## src/rtl/wpm_pkg.sv

```systemverilog
// Shared types and constants for the wildcard pattern matcher.
package wpm_pkg;

  typedef enum logic [1:0] {
    CMD_START  = 2'd0,
    CMD_APPEND = 2'd1,
    CMD_TEXT   = 2'd2,
    CMD_FINISH = 2'd3
  } cmd_t;

  localparam logic [7:0] STAR_BYTE     = 8'd42;
  localparam logic [7:0] QUESTION_BYTE = 8'd63;

  typedef struct packed {
    cmd_t       command;
    logic [7:0] byte_value;
  } in_item_t;

  typedef struct packed {
    logic matched;
    logic overflow;
  } out_item_t;

  // Signals shared by every cell in the chain.
  typedef struct packed {
    logic       restart;
    logic       step;
    logic [7:0] data;
  } cell_ctrl_t;

  // What one cell hands to the next position.
  typedef struct packed {
    logic star_carry;
    logic advance;
  } link_t;

endpackage

```

## src/rtl/wpm_cell.sv

```systemverilog
// One pattern position: its stored byte, its active bit and the link to the next position.
module wpm_cell (
  input  logic              clk,
  input  logic              rst_n,
  input  wpm_pkg::cell_ctrl_t ctrl,
  input  logic              seed,
  input  logic              load,
  input  logic              in_use,
  input  wpm_pkg::link_t    link_in,
  output wpm_pkg::link_t    link_out,
  output logic              closed
);

  logic [7:0] pat_r;
  logic       act_r;
  logic       act_nxt;
  logic       is_star;
  logic       hit;

  assign closed  = act_r | link_in.star_carry;
  assign is_star = in_use & (pat_r == wpm_pkg::STAR_BYTE);
  assign hit     = (pat_r == wpm_pkg::QUESTION_BYTE) | (pat_r == ctrl.data);

  assign link_out.star_carry = closed & is_star;
  assign link_out.advance    = closed & in_use & ~is_star & hit;

  always_comb begin
    act_nxt = act_r;
    if (ctrl.restart) begin
      act_nxt = seed;
    end else if (ctrl.step) begin
      act_nxt = (closed & is_star) | link_in.advance;
    end
  end

  always_ff @(posedge clk) begin
    if (!rst_n) begin
      act_r <= seed;
    end else begin
      act_r <= act_nxt;
    end
  end

  always_ff @(posedge clk) begin
    if (load) begin
      pat_r <= ctrl.data;
    end
  end

endmodule

```

## src/rtl/wildcard_pattern_matcher.sv

```systemverilog
// Top level of the wildcard pattern matcher: command decode, cell chain and result register.
// The block takes one transfer per cycle for every command unless in_stall is high. Pattern
// bytes load into a chain of PATTERN_MAX cells, one byte per cell, and each text byte updates
// the active bits of all cells in the cycle it is accepted, with star closure rippling along
// the chain. An end command produces one result in an output register; the input is stalled
// only while that register holds a result that the receiver is stalling. A pattern longer
// than PATTERN_MAX bytes sets overflow and is reported as not matched until the next start.
module wildcard_pattern_matcher #(
  parameter int PATTERN_MAX = 32
) (
  input  logic              clk,
  input  logic              rst_n,
  input  logic              in_valid,
  output logic              in_stall,
  input  wpm_pkg::in_item_t in_data,
  output logic              out_valid,
  input  logic              out_stall,
  output wpm_pkg::out_item_t out_data
);

  localparam int LEN_W = $clog2(PATTERN_MAX + 1);

  logic               accept;
  logic               do_start;
  logic               do_append;
  logic               do_text;
  logic               do_finish;
  logic [LEN_W-1:0]   len_r;
  logic [LEN_W-1:0]   len_nxt;
  logic               ovf_r;
  logic               ovf_nxt;
  logic               last_r;
  logic               last_nxt;
  logic               full;
  logic               out_valid_r;
  wpm_pkg::out_item_t out_data_r;
  wpm_pkg::cell_ctrl_t ctrl;
  wpm_pkg::link_t     link [PATTERN_MAX+1];
  logic [PATTERN_MAX:0] closed;

  assign in_stall = out_valid_r & out_stall;
  assign accept   = in_valid & ~in_stall;

  always_comb begin
    do_start  = 1'b0;
    do_append = 1'b0;
    do_text   = 1'b0;
    do_finish = 1'b0;
    unique case (in_data.command)
      wpm_pkg::CMD_START:  do_start  = accept;
      wpm_pkg::CMD_APPEND: do_append = accept;
      wpm_pkg::CMD_TEXT:   do_text   = accept;
      wpm_pkg::CMD_FINISH: do_finish = accept;
      default: ;
    endcase
  end

  assign full         = (len_r == LEN_W'(PATTERN_MAX));
  assign ctrl.restart = do_start | do_append | do_finish;
  assign ctrl.step    = do_text;
  assign ctrl.data    = in_data.byte_value;

  assign link[0] = '0;

  for (genvar i = 0; i < PATTERN_MAX; i++) begin : g_cell
    wpm_cell u_cell (
      .clk      (clk),
      .rst_n    (rst_n),
      .ctrl     (ctrl),
      .seed     (i == 0),
      .load     (do_append & (len_r == LEN_W'(i))),
      .in_use   (len_r > LEN_W'(i)),
      .link_in  (link[i]),
      .link_out (link[i+1]),
      .closed   (closed[i])
    );
  end

  assign closed[PATTERN_MAX] = last_r | link[PATTERN_MAX].star_carry;

  always_comb begin
    len_nxt  = len_r;
    ovf_nxt  = ovf_r;
    last_nxt = last_r;
    if (do_start) begin
      len_nxt = '0;
      ovf_nxt = 1'b0;
    end else if (do_append) begin
      if (full) begin
        ovf_nxt = 1'b1;
      end else begin
        len_nxt = len_r + LEN_W'(1);
      end
    end
    if (ctrl.restart) begin
      last_nxt = 1'b0;
    end else if (ctrl.step) begin
      last_nxt = link[PATTERN_MAX].advance;
    end
  end

  always_ff @(posedge clk) begin
    if (!rst_n) begin
      len_r       <= '0;
      ovf_r       <= 1'b0;
      last_r      <= 1'b0;
      out_valid_r <= 1'b0;
    end else begin
      len_r  <= len_nxt;
      ovf_r  <= ovf_nxt;
      last_r <= last_nxt;
      if (do_finish) begin
        out_valid_r <= 1'b1;
      end else if (!out_stall) begin
        out_valid_r <= 1'b0;
      end
    end
  end

  always_ff @(posedge clk) begin
    if (do_finish) begin
      out_data_r.matched  <= closed[len_r] & ~ovf_r;
      out_data_r.overflow <= ovf_r;
    end
  end

  assign out_valid = out_valid_r;
  assign out_data  = out_data_r;

endmodule

```

## config.mk

```make
export PLATFORM = sky130hd
export DESIGN_NAME = wildcard_pattern_matcher
export DESIGN_NICKNAME = d
export VERILOG_FILES = /design/src/rtl/wpm_pkg.sv /design/src/rtl/wpm_cell.sv /design/src/rtl/wildcard_pattern_matcher.sv
export SDC_FILE = /design/constraint.sdc
export NUM_CORES = 1
export LEC_CHECK = 0
export ABC_AREA = 1
export BUFFER_PORTS_ARGS = -buffer_cell sky130_fd_sc_hd__buf_4
export CELL_PAD_IN_SITES_DETAIL_PLACEMENT = 0
export CELL_PAD_IN_SITES_GLOBAL_PLACEMENT = 1
export CORE_MARGIN = 2
export CORE_UTILIZATION = 52
export DETAILED_ROUTE_END_ITERATION = 8
export GPL_ROUTABILITY_DRIVEN = 0
export MAX_ROUTING_LAYER = met4
export PLACE_DENSITY = 0.86
export SLEW_MARGIN = 40
export SYNTH_ARGS = -nofsm -noshare
export SYNTH_HDL_FRONTEND = slang
export SYNTH_SLANG_ARGS = --single-unit
```

## constraint.sdc

```tcl
create_clock -name clk -period 15.1 [get_ports clk]
set_input_delay 2.265 -clock clk [delete_from_list [all_inputs] [get_ports clk]]
set_output_delay 2.265 -clock clk [all_outputs]
set_load 0.03 [all_outputs]
```

==> results.toml <==
[routing]
vias = 11900
drt_iter0_drc = 1107
viasPerCell = 5.84
drtPass1Iterations = 6
postRouteAntennaNets = 0
wl_per_cell_um = 20.2
routed_wl_um = 41200
drc = 0

[power]
p_per_area_nw_per_um2 = 104
comb_power_share_pct = 6.2
seq_power_share_pct = 50.5
clkPwrFrac_pct = 43.3
switchingPower_uw = 395
ir_drop_v = 0.0000797
p_int_mw = 1.39
p_leak_nw = 6.25
p_sw_share_pct = 22.1

[setup_path]
endpoint_kind = "register"
startpoint = "len_r[1]$_SDFFE_PP0P_"
cpMaxStageDelayCell = "dfxtp_1"
crit_type = "register to register"
path_buf_inv = 1
cp.depth = 71
worstPathMaxFanout = 10
worstSetupStartpointType = "register"
slowest_delay_ns = 0.47
cp_data_required_time_ns = 15.47
crit_arrival_ns = 7.10
cp_common_cell = "nand2_2"
r2r_cells = 71
worstReg2RegStart = "len_r[1]$_SDFFE_PP0P_"
cp_top_family = "simple AND/OR/NAND/NOR gates"

[cts]
postCtsSetupBuffers = 0
cts_tree = "done"
clk_latency_ns = 0.51
path_clk_slew_ns = 0.06
clockRootBuffer = "clkbuf_16"
cts.sinks = 299
cts_buffers = 34
cts_htree_levels = 2
cts_max_path_buffers = 3
cts-hold-fix-buffers = 0
cts_resized = 0

[timing]
final_min_period_over_clock_period_pct = 44.6
finalCriticalPeriod_ns = 6.73
rsz0062_at_grt = "no"
worst_pin_slew_ns = 0.822
timing.setup.tns_ns = 0
final_max_slew_viol_count = 0
skew_ns = 0.0246
fmax_mhz = 149
slew_headroom_pct = 44.5
hold_viol = 0
setup_violations = 0

[cells_and_area]
seq_area_um2 = 8570
postLayoutCellArea_um2 = 17200
finalNetCount = 1639
n_fill_cell = 2585
drive_above_1_share_pct = 14.1
multi_input_area_um2 = 6220
antenna_cells = 0
area_delta_synth_final_pct = 10.2

[yosys]
synth-seq-cells = 299
synth_flop_cell = "edfxtp_1"
synth_commonest_cells = "270 x nand2_1, 258 x edfxtp_1, 173 x inv_1"
ys_warn_count = 0
ys_async_sr_fraction_pct = 0
synth_area_um2 = 15600
syn-num-nets = 1624
ys_types = 42
synth.top_cell.area_share_pct = 49.6
synth_edf_count = 258
yosysSeqAreaShare_pct = 54.8
avgSynthCellArea_um2 = 9.73
synthTopCellsByArea = "edfxtp_1 50%, nand2_1 6.5%, xnor2_1 5.6%"
yosysMostFrequentCell = "nand2_1"
synth.largest_area_cell = "edfxtp_1"
synth_cells = 1606

[die]
io_pins = 18
start_util_pct = 52.7
fp.dieArea_um2 = 31500
fp.dieH_um = 177
core-area_um2 = 29600
num_rows = 63
die-width_um = 177

[place]
portBuffers = 17
hpwl_um = 27200
place_area_um2 = 16200

[min_path]
hold_path_class = "register to register"
min_path_cells = 2
min_from = "last_r$_SDFFE_PP0P_"

[global_routing]
grt_pass1_vias = 11400
grt_max_degree = 46
antenna_found_initial = 0
grt_pass1_wl_um = 63700
grt_usage_pct = 27.4
grt_overflow = 0

[job]
cap_violations = 0

[run_status]
status = "complete, no violations"
[worst min-delay path, cell delays in order (launching register included)]
cell and delay (ns):
dfxtp_1 0.31, nand2_1 0.06, a21oi_1 0.06
[area by class of cell]
| class | count | share of cell area (%) |
|---|---|---|
| repair buffers | 33 | 1.44 |
| inverters | 178 | 3.89 |
| flip-flops and latches | 299 | 49.7 |
| multi-input cells | 1075 | 36.1 |
| well taps | 390 | 2.83 |
| clock buffers | 45 | 5.30 |
| clock inverters | 15 | 0.683 |
[per-layer routing]
metal	up-vias	part of all wire [%]	global-route usage [%]
met2	428	46	42.8
met3	84	7.3	4.67
met4	0	2.7	7.86
met5	-	0	-
met1	5720	44	37.1
li1	5656	-	-
[cells by family after synthesis]
kind of cell,after synthesis,share of synthesized area (%)
AO/OA/AOI/OAI,178,7.90
XOR/XNOR,115,6.45
adder cells (fa/ha/maj),4,0.320
buffers and inverters,232,5.65
flip-flops,299,54.8
AND/OR/NAND/NOR,778,24.9
[stage by stage]
stage	utilization, %	hold slack, ns	instances	worst slack (ns)	total power, mW
floorplan	-	0.445	1606	9.34	0.986
global placement	54.5	0.457	1975	8.83	1.03
detailed placement	54.6	0.465	1975	8.56	1.03
CTS	58.1	0.481	2035	8.49	1.80
global route	58.1	0.497	2035	7.72	1.84
finish	58.1	0.482	2035	8.37	1.79
[placed cells by master, fill, tap and decap left out, drive strengths merged, types with 31 or more instances in the layout]
master / synthesis / final
or2: 77 / 77
a31oi: 31 / 31
nand4: 113 / 113
nand2: 332 / 332
a21oi: 31 / 31
nor2: 141 / 141
nor3: 34 / 34
inv: 173 / 174
xnor2: 100 / 100
edfxtp: 258 / 258
buf: 12 / 33
o21ai: 34 / 34
dfxtp: 41 / 41
nand3: 51 / 51
clkbuf: 42 / 45
[power by group through the flow]
stage / sequential [mW] / clock [mW] / combinational, mW
2_1_floorplan: 0.920 / 0 / 0.0661
4_1_cts: 0.903 / 0.785 / 0.111
3_5_place_dp: 0.920 / 0 / 0.111
6_report: 0.903 / 0.774 / 0.111
3_3_place_gp: 0.920 / 0 / 0.108
5_1_grt: 0.903 / 0.818 / 0.121
[flip-flops by register name, summed over array words and instances (netlist names)]
name	count
g_cell.u_cell.act_r	32
len_r	6
out_data	2
ovf_r	1
g_cell.u_cell.pat_r	256
last_r	1
out_valid	1
[final timing paths]
path | end | slack, ns
worst min register to register | last_r$_SDFFE_PP0P_ | 0.48
worst max-delay path | out_data[1]$_DFFE_PP_ | 8.37
worst min-delay path | last_r$_SDFFE_PP0P_ | 0.48
worst max register to register | out_data[1]$_DFFE_PP_ | 8.37
Power figures use the tool's default switching activity.
